--- config.mk ---
export PLATFORM = sky130hd
export DESIGN_NAME = sorted_scoreboard_increment
export DESIGN_NICKNAME = d
export VERILOG_FILES = /design/src/rtl/ssi_pkg.sv /design/src/rtl/ssi_ctrl.sv /design/src/rtl/ssi_dpath.sv /design/src/rtl/sorted_scoreboard_increment.sv
export SDC_FILE = /design/constraint.sdc
export NUM_CORES = 1
export LEC_CHECK = 0
export ABC_AREA = 1
export BUFFER_PORTS_ARGS = -buffer_cell sky130_fd_sc_hd__buf_2
export CORE_ASPECT_RATIO = 1.75
export CORE_MARGIN = 8
export CORE_UTILIZATION = 45
export DETAILED_ROUTE_END_ITERATION = 10
export GPL_ROUTABILITY_DRIVEN = 0
export HOLD_SLACK_MARGIN = 0.06
export PLACE_DENSITY = 0.64
export SETUP_SLACK_MARGIN = 0.3
export SLEW_MARGIN = 10
export SYNTH_ARGS = -nofsm -noshare
export SYNTH_HDL_FRONTEND = slang
export SYNTH_SLANG_ARGS = --single-unit
--- constraint.sdc ---
create_clock -name clk_i -period 4.1 [get_ports clk_i]
set_clock_uncertainty 0.05 [all_clocks]
set_input_delay 0.615 -clock clk_i [delete_from_list [all_inputs] [get_ports clk_i]]
set_output_delay 0.615 -clock clk_i [all_outputs]
set_load 0.02 [all_outputs]
--- src/rtl/ssi_pkg.sv ---
// Shared types and constants for the sorted scoreboard with increment.
package ssi_pkg;

  localparam int unsigned ID_W    = 4;
  localparam int unsigned SCORE_W = 16;
  localparam int unsigned POS_W   = 5;

  localparam logic [SCORE_W-1:0] SCORE_MAX = '1;

  typedef enum logic [2:0] {
    ST_IDLE,
    ST_LOAD,
    ST_CMP,
    ST_PLACE,
    ST_DONE
  } ssi_state_e;

  typedef struct packed {
    logic [ID_W-1:0]    id;
    logic [SCORE_W-1:0] score;
  } ssi_entry_t;

  // Controller to datapath
  typedef struct packed {
    logic start;   // input transfer: check position, read its entry
    logic load;    // capture credited entry, read the rank above
    logic shift;   // move the rank above down one, read the next one up
    logic place;   // write credited entry at its final rank
  } ssi_cmd_t;

  // Datapath to controller
  typedef struct packed {
    logic pos_ok;   // requested position addresses an entry
    logic p_zero;   // current rank is the head
    logic p_one;    // current rank is just below the head
    logic nb_less;  // entry above scores strictly lower than credited entry
  } ssi_status_t;

endpackage

--- src/rtl/ssi_ctrl.sv ---
// Controller state machine for the sorted scoreboard with increment.
module ssi_ctrl (
  input  logic                 clk_i,
  input  logic                 rst_ni,
  input  logic                 in_valid_i,
  output logic                 in_ready_o,
  output logic                 out_valid_o,
  input  logic                 out_ready_i,
  input  ssi_pkg::ssi_status_t status_i,
  output ssi_pkg::ssi_cmd_t    cmd_o
);
  import ssi_pkg::*;

  ssi_state_e state_q, state_d;

  // State register
  always_ff @(posedge clk_i or negedge rst_ni) begin
    if (!rst_ni) begin
      state_q <= ST_IDLE;
    end else begin
      state_q <= state_d;
    end
  end

  // Next state
  always_comb begin
    state_d = state_q;
    unique case (state_q)
      ST_IDLE: begin
        if (in_valid_i) begin
          state_d = status_i.pos_ok ? ST_LOAD : ST_DONE;
        end
      end
      ST_LOAD: begin
        state_d = status_i.p_zero ? ST_PLACE : ST_CMP;
      end
      ST_CMP: begin
        if (status_i.nb_less && !status_i.p_one) begin
          state_d = ST_CMP;
        end else begin
          state_d = ST_PLACE;
        end
      end
      ST_PLACE: begin
        state_d = ST_DONE;
      end
      ST_DONE: begin
        if (out_ready_i) begin
          state_d = ST_IDLE;
        end
      end
      default: state_d = ST_IDLE;
    endcase
  end

  // Outputs
  always_comb begin
    cmd_o       = '0;
    in_ready_o  = 1'b0;
    out_valid_o = 1'b0;
    unique case (state_q)
      ST_IDLE: begin
        in_ready_o  = 1'b1;
        cmd_o.start = in_valid_i;
      end
      ST_LOAD:  cmd_o.load = 1'b1;
      ST_CMP:   cmd_o.shift = status_i.nb_less;
      ST_PLACE: cmd_o.place = 1'b1;
      ST_DONE:  out_valid_o = 1'b1;
      default: begin
        cmd_o = '0;
      end
    endcase
  end

endmodule

--- src/rtl/ssi_dpath.sv ---
// Datapath: ranked table memory, credited entry, rank pointer and result registers.
module ssi_dpath #(
  parameter int unsigned ENTRIES = 16
) (
  input  logic                          clk_i,
  input  logic                          rst_ni,
  input  ssi_pkg::ssi_cmd_t             cmd_i,
  output ssi_pkg::ssi_status_t          status_o,
  input  logic [ssi_pkg::POS_W-1:0]     position_i,
  output logic                          bad_position_o,
  output logic [ssi_pkg::POS_W-1:0]     new_position_o,
  output logic [ssi_pkg::ID_W-1:0]      credited_id_o,
  output logic [ssi_pkg::SCORE_W-1:0]   credited_score_o,
  output logic [ssi_pkg::ID_W-1:0]      leader_id_o,
  output logic [ssi_pkg::SCORE_W-1:0]   leader_score_o
);
  import ssi_pkg::*;

  localparam int unsigned IDX_W = (ENTRIES > 1) ? $clog2(ENTRIES) : 1;
  localparam int unsigned CNT_W =
    ($clog2(ENTRIES + 1) > POS_W) ? $clog2(ENTRIES + 1) : POS_W;

  // Table storage; valid bits stand in for the reset contents
  ssi_entry_t               mem [ENTRIES];
  logic [ENTRIES-1:0]       vld_q;

  ssi_entry_t               rd_q;
  logic                     rd_vld_q;
  logic [IDX_W-1:0]         rd_addr_q;
  logic [IDX_W-1:0]         rd_addr;

  logic                     wr_en;
  logic [IDX_W-1:0]         wr_addr;
  ssi_entry_t               wr_data;

  ssi_entry_t               rd_entry;
  ssi_entry_t               cur_q, cur_d;
  logic [IDX_W-1:0]         p_q;

  logic [CNT_W-1:0]         pos_ext;
  logic [CNT_W-1:0]         pos_m1;
  logic [CNT_W-1:0]         rank1;
  logic                     pos_ok;

  logic                     bad_q;
  logic [POS_W-1:0]         res_pos_q;
  ssi_entry_t               res_q;
  ssi_entry_t               leader_q;

  // Position check
  assign pos_ext = CNT_W'(position_i);
  assign pos_m1  = pos_ext - CNT_W'(1);
  assign pos_ok  = (position_i != '0) && (pos_ext <= CNT_W'(ENTRIES));

  // Read address: requested rank, then walk toward the head
  always_comb begin
    priority if (cmd_i.start) begin
      rd_addr = IDX_W'(pos_m1);
    end else if (cmd_i.load) begin
      rd_addr = p_q - IDX_W'(1);
    end else begin
      rd_addr = p_q - IDX_W'(2);
    end
  end

  // Write port: displaced neighbor moves down, or credited entry lands
  assign wr_en   = cmd_i.shift | cmd_i.place;
  assign wr_addr = p_q;
  assign wr_data = cmd_i.shift ? rd_entry : cur_q;

  // Memory array
  always_ff @(posedge clk_i) begin
    if (wr_en) begin
      mem[wr_addr] <= wr_data;
    end
    rd_q <= mem[rd_addr];
  end

  // Valid bits and registered read tag
  always_ff @(posedge clk_i or negedge rst_ni) begin
    if (!rst_ni) begin
      vld_q     <= '0;
      rd_vld_q  <= 1'b0;
      rd_addr_q <= '0;
    end else begin
      if (wr_en) begin
        vld_q[wr_addr] <= 1'b1;
      end
      rd_vld_q  <= vld_q[rd_addr];
      rd_addr_q <= rd_addr;
    end
  end

  // Unwritten entries read as their reset contents
  always_comb begin
    if (rd_vld_q) begin
      rd_entry = rd_q;
    end else begin
      rd_entry.id    = ID_W'(rd_addr_q);
      rd_entry.score = '0;
    end
  end

  // Saturating credit
  always_comb begin
    cur_d.id    = rd_entry.id;
    cur_d.score = (rd_entry.score == SCORE_MAX) ? SCORE_MAX
                                                : rd_entry.score + SCORE_W'(1);
  end

  // Credited entry and rank pointer
  always_ff @(posedge clk_i) begin
    if (cmd_i.start) begin
      p_q <= IDX_W'(pos_m1);
    end else if (cmd_i.shift) begin
      p_q <= p_q - IDX_W'(1);
    end
    if (cmd_i.load) begin
      cur_q <= cur_d;
    end
  end

  // Result registers
  assign rank1 = CNT_W'(p_q) + CNT_W'(1);

  always_ff @(posedge clk_i) begin
    if (cmd_i.start) begin
      bad_q     <= !pos_ok;
      res_pos_q <= '0;
      res_q     <= '0;
    end else if (cmd_i.place) begin
      res_pos_q <= rank1[POS_W-1:0];
      res_q     <= cur_q;
    end
  end

  // Leader tracks writes to the head rank
  always_ff @(posedge clk_i or negedge rst_ni) begin
    if (!rst_ni) begin
      leader_q <= '0;
    end else if (wr_en && (wr_addr == '0)) begin
      leader_q <= wr_data;
    end
  end

  // Status
  assign status_o.pos_ok  = pos_ok;
  assign status_o.p_zero  = (p_q == '0);
  assign status_o.p_one   = (p_q == IDX_W'(1));
  assign status_o.nb_less = (rd_entry.score < cur_q.score);

  assign bad_position_o   = bad_q;
  assign new_position_o   = res_pos_q;
  assign credited_id_o    = res_q.id;
  assign credited_score_o = res_q.score;
  assign leader_id_o      = leader_q.id;
  assign leader_score_o   = leader_q.score;

endmodule

--- src/rtl/sorted_scoreboard_increment.sv ---
// Sorted scoreboard with increment. The table holds ENTRIES (identity, score) pairs in
// descending score order, starting with identities 0, 1, 2, ... (modulo 16) at score zero.
// Each input transfer names a one-based rank; that entry gains one point (held at 65535)
// and climbs past every entry above it with a strictly lower score, so it ends at the head
// of its former tie group. A rank of zero or beyond the table reports bad_position and
// leaves the table alone. One item is handled at a time. A bad position can hand off its
// result in the cycle after the input transfer. A good one is loaded, walks up past each
// rank it climbs and is then placed, skipping the compare when it starts at the head; the
// table sits in a memory with one read and one write per cycle, walked one rank per cycle.
// A new input is taken the cycle after the result transfer. The leader fields come from a
// register that follows every write to the head rank.
module sorted_scoreboard_increment #(
  parameter int unsigned ENTRIES = 16
) (
  input  logic                          clk_i,
  input  logic                          rst_ni,
  input  logic                          in_valid_i,
  output logic                          in_ready_o,
  input  logic [ssi_pkg::POS_W-1:0]     position_i,
  output logic                          out_valid_o,
  input  logic                          out_ready_i,
  output logic                          bad_position_o,
  output logic [ssi_pkg::POS_W-1:0]     new_position_o,
  output logic [ssi_pkg::ID_W-1:0]      credited_id_o,
  output logic [ssi_pkg::SCORE_W-1:0]   credited_score_o,
  output logic [ssi_pkg::ID_W-1:0]      leader_id_o,
  output logic [ssi_pkg::SCORE_W-1:0]   leader_score_o
);
  import ssi_pkg::*;

  ssi_cmd_t    cmd;
  ssi_status_t status;

  // Sequencer
  ssi_ctrl u_ctrl (
    .clk_i       (clk_i),
    .rst_ni      (rst_ni),
    .in_valid_i  (in_valid_i),
    .in_ready_o  (in_ready_o),
    .out_valid_o (out_valid_o),
    .out_ready_i (out_ready_i),
    .status_i    (status),
    .cmd_o       (cmd)
  );

  // Table and result datapath
  ssi_dpath #(
    .ENTRIES (ENTRIES)
  ) u_dpath (
    .clk_i            (clk_i),
    .rst_ni           (rst_ni),
    .cmd_i            (cmd),
    .status_o         (status),
    .position_i       (position_i),
    .bad_position_o   (bad_position_o),
    .new_position_o   (new_position_o),
    .credited_id_o    (credited_id_o),
    .credited_score_o (credited_score_o),
    .leader_id_o      (leader_id_o),
    .leader_score_o   (leader_score_o)
  );

endmodule
# ---- Word level (Yosys, flattened, before mapping)
# Memory sizes are Yosys's and may differ from the RTL's. A register that Yosys moved wholly into a read port is not among the register bits.
# Index checks and enable logic that the tools add are counted.
dict set report word_totals {
  ff_bits 94
  latchBits 0
  ram_bits 320
  romBits 0
  output_inout_bits 48
  wordCells 69
  n_memories 1
}
dict set report op_classes {
  n_addsub 5
  n_mul 0
  n_div 0
  order_cmp 5
  n_eq_ne 8
  shifts 0
  mux 24
  bitwise 2
  n_reduce_logical 11
}
# memory words width read_ports rd_clocked_by_memory_dff write_ports line
set mem_list {}
lappend mem_list {u_dpath.mem 16 20 1 1 1 ssi_dpath.sv:24} ;# ssi_entry_t mem [ENTRIES];
# op n
set ops {}
lappend ops {{$mux W20} 2}
lappend ops {{$add A16 B1 Y16 const B} 1}
lappend ops {{$eq A16 B16 Y1 const B} 1}
lappend ops {{$lt A16 B16 Y1} 1}
lappend ops {{$mux W4} 4}
lappend ops {{$or A16 B16 Y16} 1}
lappend ops {{$pmux W3 S5} 1}
lappend ops {{$mux W1} 12}
lappend ops {{$lt A4 B5 Y1 const B} 2}
lappend ops {{$mux W3} 3}
lappend ops {{$sub A4 B1 Y4 const B} 2}
lappend ops {{$eq A3 B2 Y1 const B} 2}
lappend ops {{$add A4 B1 Y5 const B} 1}
lappend ops {{$le A5 B5 Y1 const B} 1}
lappend ops {{$reduce_bool A5 Y1} 1}
lappend ops {{$bmux W1 S4} 1}
lappend ops {{$demux W1 S4} 1}
lappend ops {{$eq A4 B1 Y1 const B} 1}
lappend ops {{$ge A4 B1 Y1 const B} 1}
lappend ops {{$logic_and A1 B1 Y1} 4}
lappend ops {{$logic_not A4 Y1} 1}
lappend ops {{$ne A2 B2 Y1 const B} 2}
lappend ops {{$sub A4 B2 Y4 const B} 1}
lappend ops {{$eq A3 B1 Y1 const B} 1}
lappend ops {{other kinds (6)} 7}

# ---- Logic depth before layout (Yosys ltp)
# Gate-level depths: netlist of the first run.
dict set report logic_depth {
  depth_word 6
  mapped_depth 18
  ltp_nobuf 15
}

# ---- By module
# From an unflattened synthesis of the first run, not the netlist that was laid out.
dict set report hier_totals {
  cells_unflattened 1927
  hier_area_um2 19392.3
}
# module instances cells_each area_each_um2 seq_area_each_um2
set by_module_without_submodules {}
lappend by_module_without_submodules {ssi_dpath 1 1893 19159.6 12286.8}
lappend by_module_without_submodules {ssi_ctrl 1 34 232.7 75.1}

# ---- Least setup slack after synthesis of the first run
# Ideal clock, no wire load.
dict set report synth_path {
  path_kind {reg-to-reg}
  from {register u_dpath.rd_vld_q}
  to {memory u_dpath.mem[4][0] in the netlist's numbering (enable)}
  t_arrival_ns 2.967
  required_time_ns 3.653
  path_slack_ns 0.687
  path_stages_with_launch 13
  path_buffers 2
  synth_period_minus_slack_ns 3.413
  cell_sequence {dfrtp_1 buf_2 buf_2 nand2_1 inv_1 ha_1 a21oi_1 o21ai_0 nor2_1 nand3_2 nand2_1 nand2_1 nor2_1}
}
dict set report synth_between {
  elab_chain_cells 6
}
# item line
set synth_lines {}
lappend synth_lines {{start, declared} ssi_dpath.sv:28} ;# logic rd_vld_q;
lappend synth_lines {{start signal, assigned} ssi_dpath.sv:89} ;# rd_vld_q <= vld_q[rd_addr];
lappend synth_lines {{$mux W20} ssi_dpath.sv:96} ;# if (rd_vld_q) begin
lappend synth_lines {{$lt A16 B16 Y1} ssi_dpath.sv:150} ;# assign status_o.nb_less = (rd_entry.score < cur_q.score);
lappend synth_lines {{$mux W1} ssi_ctrl.sv:61} ;# unique case (state_q)
lappend synth_lines {{$or A1 B1 Y1} ssi_dpath.sv:67} ;# assign wr_en = cmd_i.shift | cmd_i.place;
lappend synth_lines {{$mux W1} ssi_dpath.sv:73} ;# if (wr_en) begin
lappend synth_lines {{$mux W1 (not written as such)} ssi_dpath.sv:74} ;# mem[wr_addr] <= wr_data;
lappend synth_lines {{end, declared} ssi_dpath.sv:24}
# No other way between the ends.

# ---- Worst setup path after layout of the first run
dict set report layout_path {
  from {register u_dpath.rd_vld_q}
  to {memory u_dpath.mem[7][7] in the netlist's numbering (enable)}
}
# Same word-level chain as after synthesis.

==> results.py, run 1 <==
metrics = {
    "synth": {
        "ys_async_sr_fraction_pct": 10.1,
        "syn_area_mm2": 0.0185,
        "portion_of_the_post_synthesis_area_used_by_sequential_elements_pct": 66.7,
        "yosys_warnings": 0,
        "synth_largest_area_cell": "sky130_fd_sc_hd__edfxtp_1",
        "post_synth_inst_count": 1734,
        "avgSynthCellArea_um2": 10.7,
        "synth_edf_count": 345,
        "netlist.area_leader.share_pct": 55.9,
        "ys_dominant_reg_cell": "sky130_fd_sc_hd__edfxtp_1",
        "synthDistinctLibCells": 39,
        "synth_area_leaders": "sky130_fd_sc_hd__edfxtp_1, sky130_fd_sc_hd__nand2_1, sky130_fd_sc_hd__dfrtp_1",
        "synth.net_count": 1766,
        "synth_seq_cells": 434,
    },
    "power": {
        "power.switching_fraction_pct": 43.4,
        "clock_network_fraction_of_total_power_pct": 19.6,
        "power_report.internal_total_mw": 10.0,
        "comb_power_share_pct": 45.1,
        "max-vdd-ir-drop_mv": 0.576,
        "power.share.sequential_pct": 35.3,
        "switching_power_mw": 7.69,
        "power_density_mw_per_mm2": 856,
        "p_leak_nw": 8.51,
    },
    "clock_tree": {
        "tritoncts.num_buffers": 38,
        "tritoncts": "done",
        "path_clk_slew_ps": 70,
        "post_cts_resize_count": 0,
        "ctsHoldBuffers": 0,
        "htree_num_levels": 2,
        "clock_tree.buffer_depth": 3,
        "cts_setup_buffers": 0,
        "clock_tree.root_cell": "sky130_fd_sc_hd__clkbuf_16",
        "clkSinkCount": 434,
        "worst_skew_pair.late_latency_ps": 540,
    },
    "sta": {
        "hold_viol": 0,
        "layout_setup_ws_ps": 667,
        "rsz_0062_raised_after_global_routing": "false",
        "worst-slew-pin-transition_ps": 1150,
        "slew_headroom_pct": 23.6,
        "period_minus_slack_ps": 3430,
        "timing.final.setup_violations": 0,
        "final_setup_tns_ps": 0,
        "finalCritPeriodShare_pct": 83.7,
        "max_freq_mhz": 291,
        "final-max-slew-violation-count": 0,
    },
    "job": {
        "drv_cap": 0,
    },
    "floorplan": {
        "core_mm2": 0.0407,
        "num_rows": 98,
        "chipWidth_um": 169,
        "die-height_um": 285,
        "top_level_ports": 57,
        "start_util_pct": 45.5,
        "design.die.area_mm2": 0.0482,
    },
    "detailed_routing": {
        "drt_pass1_iterations": 5,
        "route.vias.total": 12407,
        "post_detailed_route_via_to_cell_ratio": 5.24,
        "drc": 0,
        "first_iter_violations": 993,
        "drt-total-wl_mm": 45.7,
        "wl_per_cell_um": 19.3,
        "antenna_violating_nets_post_route": 0,
    },
    "global_routing": {
        "globalRoute.totalOverflow": 0,
        "grt_pass1_wl_mm": 71.6,
        "grt_pass1_vias": 12550,
        "global_router_s_overall_resource_usage_pct": 19.1,
        "grt_antenna_before_repair": 0,
        "grt_start_max_net_pins": 131,
    },
    "critical_path": {
        "critical_path.endpoint_type": "flip-flop",
        "critPathRequiredTime_ps": 4270,
        "criticalPathCategory": "reg2reg",
        "regToRegSetupSlack_ps": 670,
        "ff2ff_path_depth": 11,
        "timing.critical_path.mode_cell": "sky130_fd_sc_hd__nand2_1",
        "critPathMaxFanout": 17,
        "critical-path-max-stage-delay_ps": 680,
        "worstPathArrival_ps": 3610,
        "critical_path.cell_chain": "nand2_1, inv_1, ha_1, a21oi_1, o21ai_0, nor2_1, nand3_2, nand2_1, nand2_1, nor2_2, buf_4",
        "worst_path_max_delay_cell": "sky130_fd_sc_hd__dfrtp_1",
        "startpoint_type": "flip-flop",
    },
    "placement": {
        "numPortBuffers": 56,
        "dpl_worst_slack_ps": 714,
        "hpwl_mm": 30.2,
    },
    "finish": {
        "n_antenna_cell": 0,
        "design.final.nets": 1818,
        "utilization_pct": 50.8,
        "post_route_cells_drive_above_1_share_pct": 11.1,
        "area.growth.synth_to_final_pct": 11.5,
    },
    "outcome": {
        "run_status": "finished, final reports clean",
    },
    "worst_hold_path": {
        "min_delay_worst_type": "in2async",
    },
}
[worst paths after layout]
check | startpoint | endpoint
max | u_dpath.rd_vld_q | u_dpath.mem[7][7]
max reg2reg | u_dpath.rd_vld_q | u_dpath.mem[7][7]
min reg2reg | u_dpath.credited_id_o[2] | u_dpath.credited_id_o[2]
min | rst_ni | u_dpath.leader_score_o[8]
max in group asynchronous | rst_ni | u_dpath.rd_addr_q[0]
min in group clk_i | out_ready_i | u_ctrl.state_q[2]
[synthesized netlist by cell type (23+ instances only)]
| library cell | count |
|---|---|
| sky130_fd_sc_hd__a21oi_1 | 35 |
| sky130_fd_sc_hd__dfxtp_1 | 45 |
| sky130_fd_sc_hd__o211ai_1 | 104 |
| sky130_fd_sc_hd__nand4_1 | 25 |
| sky130_fd_sc_hd__nand3_1 | 172 |
| sky130_fd_sc_hd__clkbuf_1 | 28 |
| sky130_fd_sc_hd__edfxtp_1 | 345 |
| sky130_fd_sc_hd__ha_1 | 23 |
| sky130_fd_sc_hd__nor2_1 | 40 |
| sky130_fd_sc_hd__o21ai_0 | 39 |
| sky130_fd_sc_hd__dfrtp_1 | 44 |
| sky130_fd_sc_hd__inv_1 | 196 |
| sky130_fd_sc_hd__nand2_1 | 508 |
| sky130_fd_sc_hd__buf_2 | 42 |
[critical path: cells and delay by family, from the launching register on]
kind | cells | cell delay (ps)
AOI/OAI and AO/OA | 2 | 260
adders and majority gates | 1 | 270
buffers and inverters | 2 | 450
DFF | 1 | 680
and+or+nand+nor | 6 | 1410
[power by group through the flow]
stage | clock network, mW | registers, mW | logic [mW]
5_1_grt | 3.68 | 6.31 | 8.85
2_1_floorplan | 0 | 6.44 | 5.18
6_report | 3.47 | 6.25 | 8.00
3_3_place_gp | 0 | 6.33 | 7.93
3_5_place_dp | 0 | 6.34 | 7.99
4_1_cts | 3.54 | 6.25 | 8.03
[metal layers]
| layer | track usage [%] | up-vias | part of all wire, % |
|---|---|---|---|
| li1 | - | 5995 | - |
| met1 | 22.3 | 5949 | 39 |
| met2 | 34.7 | 385 | 52 |
| met3 | 2.68 | 78 | 5.3 |
| met4 | 7.06 | 0 | 3.2 |
| met5 | 0 | - | 0 |
[kinds of logic (layout without fill, tap and decap cells)]
logic type | count (synthesis) | count (layout) | synth area share (%)
muxes | 4 | 4 | 0.243
adders and majority gates | 23 | 23 | 1.55
and+or+nand+nor | 780 | 780 | 17.8
DFF | 434 | 434 | 66.7
xor gates and xnor gates | 7 | 7 | 0.331
AOI/OAI and AO/OA | 194 | 194 | 6.80
buffers and inverters | 292 | 374 | 6.56
[cells in the final DEF, fill, tap and decap left out, drive strengths merged, types with 3 or more instances in the layout]
cell | Yosys | routed
xnor2 | 3 | 3
mux2 | 4 | 4
clkinv | 1 | 6
dfxtp | 45 | 45
o211ai | 104 | 104
dfrtp | 44 | 44
nand2 | 510 | 510
xor2 | 4 | 4
nand3 | 175 | 175
o21ai | 44 | 44
inv | 202 | 204
a21oi | 36 | 36
ha | 23 | 23
clkbuf | 28 | 61
nor2 | 40 | 40
edfxtp | 345 | 345
nor3 | 5 | 5
nand4 | 25 | 25
buf | 61 | 101
o21bai | 5 | 5
or2 | 24 | 24
[area by class of cell]
class	count	area, µm²
Fill cell	3673	20000
Sequential cell	434	12400
Multi-Input combinational cell	1008	5040
Clock buffer	61	1120
Inverter	203	762
Tap cell	550	688
Timing Repair Buffer	101	643
Clock inverter	9	67.6
[per-stage QoR]
step | area (µm²) | hold WS [ps] | power (mW) | cells
4_1_cts | 20700 | 257 | 17.8 | 2366
6_report | 20700 | 230 | 17.7 | 2366
3_5_place_dp | 19500 | 404 | 14.3 | 2296
3_3_place_gp | 19500 | 392 | 14.3 | 2296
5_1_grt | 20700 | 300 | 18.8 | 2366
2_1_floorplan | 18500 | 269 | 11.6 | 1734
[sequential cells by signal (all words and copies together) (netlist names), 3 cells and up]
name and flops:
u_dpath.vld_q 16, u_ctrl.state_q 3, u_dpath.credited_score_o 16, u_dpath.rd_q 20
u_dpath.rd_addr_q 4, u_dpath.leader_score_o 16, u_dpath.credited_id_o 4, u_dpath.cur_q 20
u_dpath.p_q 4, u_dpath.new_position_o 5, u_dpath.mem 320, u_dpath.leader_id_o 4
No activity file was read; power rests on OpenSTA's default activity.
==> inputs of run 2 (changes only) <==
PLACE_DENSITY = 0.66   (was 0.64)
clock period = 3.1 ns   (was 4.1 ns; I/O delays follow)
==> run 2 against run 1 <==
Against the previous run:
- worst setup slack got worse by 340 ps
- first-iteration DRC count increased by 3.2%
- sequential power increased by 32%
- register-to-register slack got worse by 340 ps
- largest power group unchanged
- sequential share of layout area decreased by 2.3 points
- global-route usage decreased by 0.34 points
- core utilization increased by 2.1 points
- power increased by 37%
- die area unchanged
- maximum frequency increased by 24%
==> results.py, run 2 (synthesis results as in run 1) <==
metrics = {
    "outcome": {
        "run_status": "finished, final reports clean",
    },
    "finish": {
        "layout.filler_cells": 3559,
        "most-common-layout-cells": "sky130_fd_sc_hd__nand2_1, sky130_fd_sc_hd__edfxtp_1, sky130_fd_sc_hd__inv_1",
        "largest_registers": "u_dpath.mem (320), u_dpath.cur_q (20), u_dpath.rd_q (20)",
        "design.final.nets": 1844,
        "largest_register_ffs": 320,
        "post_route_cells_drive_above_1_share_pct": 13.5,
        "layout.cells.most_common": "sky130_fd_sc_hd__nand2_1",
        "top_register": "u_dpath.mem",
        "area.growth.synth_to_final_pct": 16.1,
    },
    "global_routing": {
        "global_router_s_overall_resource_usage_pct": 18.7,
        "grt_pass1_vias": 12624,
        "grt_antenna_before_repair": 0,
        "grt_start_max_net_pins": 111,
        "globalRoute.totalOverflow": 0,
        "grt_pass1_wl_mm": 70.6,
    },
    "clock_tree": {
        "worst_skew_pair.late_latency_ps": 550,
        "clock_tree.root_cell": "sky130_fd_sc_hd__clkbuf_16",
        "clock_tree.buffer_depth": 3,
        "htree_num_levels": 2,
        "tritoncts.num_buffers": 38,
        "tritoncts": "done",
        "clkSinkCount": 434,
        "path_clk_slew_ps": 70,
    },
    "sta": {
        "slew_headroom_pct": 36.4,
        "worst-slew-pin-transition_ps": 949,
        "final-max-slew-violation-count": 0,
        "period_minus_slack_ps": 2770,
        "hold_viol": 0,
        "timing.final.setup_violations": 0,
        "finalCritPeriodShare_pct": 89.4,
        "rsz_0062_raised_after_global_routing": "false",
        "max_freq_mhz": 361,
        "final_setup_tns_ps": 0,
    },
    "detailed_routing": {
        "drt_pass1_iterations": 5,
        "route.vias.total": 12728,
        "drc": 0,
        "wl_per_cell_um": 19.2,
        "antenna_violating_nets_post_route": 0,
        "post_detailed_route_via_to_cell_ratio": 5.32,
        "first_iter_violations": 1025,
        "drt-total-wl_mm": 46.0,
    },
    "floorplan": {
        "start_util_pct": 45.5,
        "die-height_um": 285,
        "core_mm2": 0.0407,
        "num_rows": 98,
        "top_level_ports": 57,
        "chipWidth_um": 169,
        "design.die.area_mm2": 0.0482,
    },
    "critical_path": {
        "critical-path-max-stage-delay_ps": 400,
        "critPathRequiredTime_ps": 3310,
        "startpoint_type": "flip-flop",
        "worst_path_max_delay_cell": "sky130_fd_sc_hd__dfrtp_1",
        "worstPathArrival_ps": 2980,
        "criticalPathCategory": "reg2reg",
        "critical_path.cell_chain": "buf_12, nand2_1, inv_1, ha_1, a21oi_1, nand3b_1, a21oi_1, nor2_2, nand3_4, nand2_8, nand2_8, nor2_4, buf_12, clkbuf_16",
        "critPathMaxFanout": 21,
        "critical_path.endpoint_type": "flip-flop",
    },
    "job": {
        "drv_cap": 0,
    },
    "placement": {
        "numPortBuffers": 56,
        "hpwl_mm": 29.9,
    },
    "power": {
        "power.total_mw": 24.3,
        "max-vdd-ir-drop_mv": 0.753,
        "p_leak_nw": 8.79,
        "power_density_mw_per_mm2": 1130,
    },
    "worst_hold_path": {
        "min_delay_worst_type": "in2reg",
    },
}
run 2: cell types whose count changed in the layout (fill, tap and decap cells not counted), moves of 3 or more:
| cell | previous run | this run |
|---|---|---|
| sky130_fd_sc_hd__clkbuf_1 | 16 | 6 |
| sky130_fd_sc_hd__buf_4 | 43 | 33 |
| sky130_fd_sc_hd__nand2_2 | 1 | 8 |
| sky130_fd_sc_hd__buf_6 | 0 | 10 |
| sky130_fd_sc_hd__nor2_4 | 0 | 13 |
| sky130_fd_sc_hd__clkbuf_16 | 39 | 43 |
| sky130_fd_sc_hd__clkinvlp_4 | 2 | 6 |
| sky130_fd_sc_hd__buf_12 | 2 | 23 |
| sky130_fd_sc_hd__nand2_8 | 1 | 4 |
| sky130_fd_sc_hd__nor2_2 | 15 | 3 |
| sky130_fd_sc_hd__nand2_1 | 508 | 497 |
| sky130_fd_sc_hd__bufinv_16 | 0 | 3 |
run 2: power by group:
group / internal (mW) / switching, mW
combinational: 3.42 / 7.76
clock: 2.74 / 2.16
sequential: 7.83 / 0.394
run 2: repair_timing:
action                                  in CTS  in global routing
gates resized for setup                      2                 29
pin swaps                                    0                  4
hold buffers                                 1                  0
endpoints found under the setup margin      24                498
buffers inserted                             0                  5
hold endpoints to repair                    32                  0
gates cloned                                 0                  4
run 2: through the flow:
stage	worst slack (ps)	instance area (µm²)	util, %	cells	hold slack, ps
6_report	328	21500	52.9	2393	174
5_1_grt	224	21500	52.9	2392	189
4_1_cts	298	21300	52.3	2383	162
2_1_floorplan	161	18700	-	1734	119
3_3_place_gp	318	20000	49.1	2312	391
3_5_place_dp	309	20000	49.1	2312	392
run 2: layout make-up:
cell class / count / area [µm²] / area share [%]
Timing Repair Buffer: 127 / 1210 / 5.64
Clock inverter: 20 / 209 / 0.971
Inverter: 203 / 764 / 3.55
Tap cell: 550 / 688 / 3.20
Multi-Input combinational cell: 1008 / 5200 / 24.2
Clock buffer: 50 / 1080 / 5.01
Antenna cell: 1 / 2.50 / 0.0116
Sequential cell: 434 / 12400 / 57.4
run 2: final timing paths:
| path | startpoint | endpoint | slack, ps | cells past startpoint |
|---|---|---|---|---|
| worst max register to register | u_dpath.rd_vld_q | u_dpath.mem[10][2] | 330 | 14 |
| worst max-delay path | u_dpath.rd_vld_q | u_dpath.mem[10][2] | 330 | 14 |
| worst min register to register | u_dpath.vld_q[0] | u_dpath.vld_q[0] | 410 | 2 |
| min in group asynchronous | rst_ni | u_dpath.leader_score_o[6] | 530 | 2 |
| max in group asynchronous | rst_ni | u_dpath.vld_q[6] | 1720 | 3 |
| worst min-delay path | out_ready_i | u_ctrl.state_q[2] | 170 | 4 |
run 2: per-layer routing:
| layer | GRT usage (%) | wire (µm) | vias to the layer above |
|---|---|---|---|
| li1 | - | - | 6045 |
| met1 | 21.6 | 17600 | 6136 |
| met2 | 33.5 | 24100 | 434 |
| met3 | 2.65 | 2350 | 113 |
| met4 | 8.84 | 1950 | 0 |
| met5 | 0 | 0 | - |
run 2: worst max-delay path: cells and delay by family, from the launching register on:
kind	cells	cell delay (ps)
compound gates	2	230
buf+inv	4	590
fa+ha+maj	1	180
flops	1	400
simple gates	7	990
==> inputs of run 3 (changes only) <==
ABC_AREA = unset   (was 1)
==> run 3 against run 2 <==
Against the previous run:
- global-route usage is 0.58 points higher
- final cell count shrank 25%
- critical endpoint is now u_dpath.mem[15][6]
- largest power group unchanged
- clock power up 3%
- first-iteration DRC count shrank 20%
==> results.py, run 3 <==
metrics = {
    "sta": {
        "whs_ps": 109,
        "max_freq_mhz": 339,
        "timing.final.setup_violations": 0,
        "final-max-slew-violation-count": 0,
        "period_minus_slack_ps": 2950,
        "final_setup_tns_ps": 0,
        "rsz_0062_raised_after_global_routing": "true",
        "finalCritPeriodShare_pct": 95.1,
        "slew_headroom_pct": 48.2,
        "worst-slew-pin-transition_ps": 778,
        "hold_viol": 0,
    },
    "global_routing": {
        "grt_pass1_vias": 11008,
        "grt_pass1_wl_mm": 67.8,
        "globalRoute.totalOverflow": 0,
        "grt_antenna_before_repair": 1,
        "grt_start_max_net_pins": 43,
        "global_router_s_overall_resource_usage_pct": 19.3,
    },
    "placement": {
        "hpwl_mm": 27.5,
        "numPortBuffers": 56,
    },
    "synth": {
        "yosys_warnings": 0,
        "avgSynthCellArea_um2": 16.4,
        "portion_of_the_post_synthesis_area_used_by_sequential_elements_pct": 69.9,
        "synth_largest_area_cell": "sky130_fd_sc_hd__edfxtp_1",
        "synthDistinctLibCells": 59,
        "ys_async_sr_fraction_pct": 10.1,
        "synth_area_leaders": "sky130_fd_sc_hd__edfxtp_1, sky130_fd_sc_hd__mux4_2, sky130_fd_sc_hd__dfrtp_1",
        "synth_edf_count": 345,
        "ys_dominant_reg_cell": "sky130_fd_sc_hd__edfxtp_1",
        "netlist.area_leader.share_pct": 58.6,
        "synth.net_count": 1110,
        "synth_seq_cells": 434,
        "synth.most_common_cell": "sky130_fd_sc_hd__edfxtp_1",
        "ys_top_cells_by_count": "sky130_fd_sc_hd__edfxtp_1, sky130_fd_sc_hd__nand2_1, sky130_fd_sc_hd__mux4_2",
        "syn_area_mm2": 0.0177,
        "post_synth_inst_count": 1078,
    },
    "clock_tree": {
        "clock_tree.root_cell": "sky130_fd_sc_hd__clkbuf_16",
        "tritoncts.num_buffers": 38,
        "tritoncts": "done",
        "path_clk_slew_ps": 70,
        "htree_num_levels": 2,
        "clock_tree.buffer_depth": 3,
        "worst_skew_pair.late_latency_ps": 540,
        "clkSinkCount": 434,
    },
    "finish": {
        "utilization_pct": 56.8,
        "design.final.nets": 1298,
        "layout.filler_cells": 2852,
        "most-common-layout-cells": "sky130_fd_sc_hd__edfxtp_1, sky130_fd_sc_hd__nand2_1, sky130_fd_sc_hd__mux4_2",
        "top_register": "u_dpath.mem",
        "largest_registers": "u_dpath.mem (320), u_dpath.cur_q (20), u_dpath.rd_q (20)",
        "post_route_cells_drive_above_1_share_pct": 35.0,
        "n_antenna_cell": 0,
        "area.growth.synth_to_final_pct": 25.4,
        "largest_register_ffs": 320,
        "layout.cells.most_common": "sky130_fd_sc_hd__edfxtp_1",
    },
    "floorplan": {
        "die-height_um": 278,
        "top_level_ports": 57,
        "chipWidth_um": 166,
        "design.die.area_mm2": 0.0461,
        "num_rows": 96,
        "core_mm2": 0.0390,
        "start_util_pct": 45.3,
    },
    "detailed_routing": {
        "wl_per_cell_um": 24.7,
        "drt_pass1_iterations": 5,
        "first_iter_violations": 822,
        "route.vias.total": 10297,
        "post_detailed_route_via_to_cell_ratio": 5.77,
        "drc": 0,
        "drt-total-wl_mm": 44.1,
        "antenna_violating_nets_post_route": 0,
    },
    "critical_path": {
        "criticalPathCategory": "reg2reg",
        "critical_path.endpoint_type": "flip-flop",
        "startpoint_type": "flip-flop",
        "critPathRequiredTime_ps": 3340,
        "critPathMaxFanout": 18,
        "worstPathArrival_ps": 3190,
    },
    "power": {
        "switching_power_mw": 7.59,
        "clock_network_fraction_of_total_power_pct": 22.8,
        "max-vdd-ir-drop_mv": 0.477,
        "power.switching_fraction_pct": 34.2,
        "comb_power_share_pct": 41.6,
        "power_density_mw_per_mm2": 1000,
        "power.share.sequential_pct": 35.7,
        "p_leak_nw": 7.95,
        "power.total_mw": 22.2,
        "power_report.internal_total_mw": 14.6,
    },
    "outcome": {
        "run_status": "finished, final reports clean",
    },
    "job": {
        "drv_cap": 0,
    },
    "worst_hold_path": {
        "min_delay_worst_type": "in2reg",
    },
}
run 3: cell count changes in the layout (fill, tap and decap cells not counted), sizes merged, moves of 20 or more:
| cell | change |
|---|---|
| or2 | -22 |
| nand3 | -161 |
| a221oi | +20 |
| nor2 | +28 |
| mux4 | +84 |
| nand2 | -395 |
| a22oi | +42 |
| inv | -138 |
| o21ai | -30 |
| buf | +67 |
| o211ai | -103 |
run 3: path summary, 6_finish.rpt:
| path | endpoint | cells after the start | slack (ps) | startpoint |
|---|---|---|---|---|
| worst min register to register | u_dpath.credited_score_o[2] | 2 | 400 | u_dpath.credited_score_o[2] |
| worst min-delay path | u_ctrl.state_q[2] | 2 | 110 | out_ready_i |
| max in group asynchronous | u_ctrl.state_q[2] | 3 | 1780 | rst_ni |
| worst max register to register | u_dpath.mem[15][6] | 12 | 150 | u_dpath.rd_vld_q |
| min in group asynchronous | u_ctrl.state_q[0] | 2 | 500 | rst_ni |
| worst max-delay path | u_dpath.mem[15][6] | 12 | 150 | u_dpath.rd_vld_q |
run 3: stage by stage:
stage | setup WS, ps | cells | cell area, µm²
floorplan | 235 | 1078 | 18200
global placement | -68.6 | 1646 | 19700
detailed placement | -107 | 1646 | 19700
CTS | 141 | 1775 | 22000
global route | 74.8 | 1785 | 22200
finish | 152 | 1785 | 22200
run 3: cells by family (layout without fill, tap and decap cells):
group | count (synthesis) | in the layout | share of synthesized area [%]
AOI/OAI and AO/OA | 158 | 158 | 6.88
muxes | 107 | 107 | 12.1
xor gates and xnor gates | 19 | 19 | 0.941
and+or+nand+nor | 213 | 228 | 5.14
buffers and inverters | 124 | 326 | 3.37
DFF | 434 | 434 | 69.9
adders and majority gates | 23 | 23 | 1.63
run 3: routing by layer:
layer	GRT usage, %	up-vias	share of wire [%]
met5	0	-	0.027
met4	9.64	2	4.9
met3	2.67	118	4.6
met2	37.4	361	56
met1	20.0	5280	34
li1	-	4536	-
run 3: area by class of cell:
cell class	count	area (µm²)	share of cell area, %
Inverter	66	253	1.14
Tap cell	490	613	2.77
Multi-Input combinational cell	535	5470	24.7
Clock buffer	45	1010	4.55
Clock inverter	24	320	1.44
Timing Repair Buffer	191	2140	9.67
Sequential cell	434	12400	55.8
run 3: power by group through the flow:
stage	Sequential, mW	Clock (mW)	Combinational (mW)
6_report	7.92	5.06	9.23
5_1_grt	7.99	5.32	9.90
4_1_cts	7.91	5.12	9.17
3_5_place_dp	8.04	0	8.52
3_3_place_gp	8.01	0	8.45
2_1_floorplan	8.15	0	5.49
run 3: critical path, cell delays in order, from the launching register on:
cell and delay (ps):
sky130_fd_sc_hd__dfrtp_1 400, sky130_fd_sc_hd__buf_12 170, sky130_fd_sc_hd__nand2_2 90, sky130_fd_sc_hd__inv_2 70, sky130_fd_sc_hd__ha_4 270, sky130_fd_sc_hd__nand4_1 120, sky130_fd_sc_hd__or3_4 420, sky130_fd_sc_hd__o311a_4 400
sky130_fd_sc_hd__a21oi_4 140, sky130_fd_sc_hd__buf_12 160, sky130_fd_sc_hd__buf_12 160, sky130_fd_sc_hd__nor2_4 60, sky130_fd_sc_hd__buf_12 160
run 3: repair_timing:
action | in CTS | in global routing
buffers inserted | 41 | 10
endpoints found under the hold margin | 28 | 0
setup endpoints to repair | 680 | 687
cloned | 18 | 0
gates resized for setup | 25 | 5
pin swaps | 31 | 7
hold buffers | 1 | 0
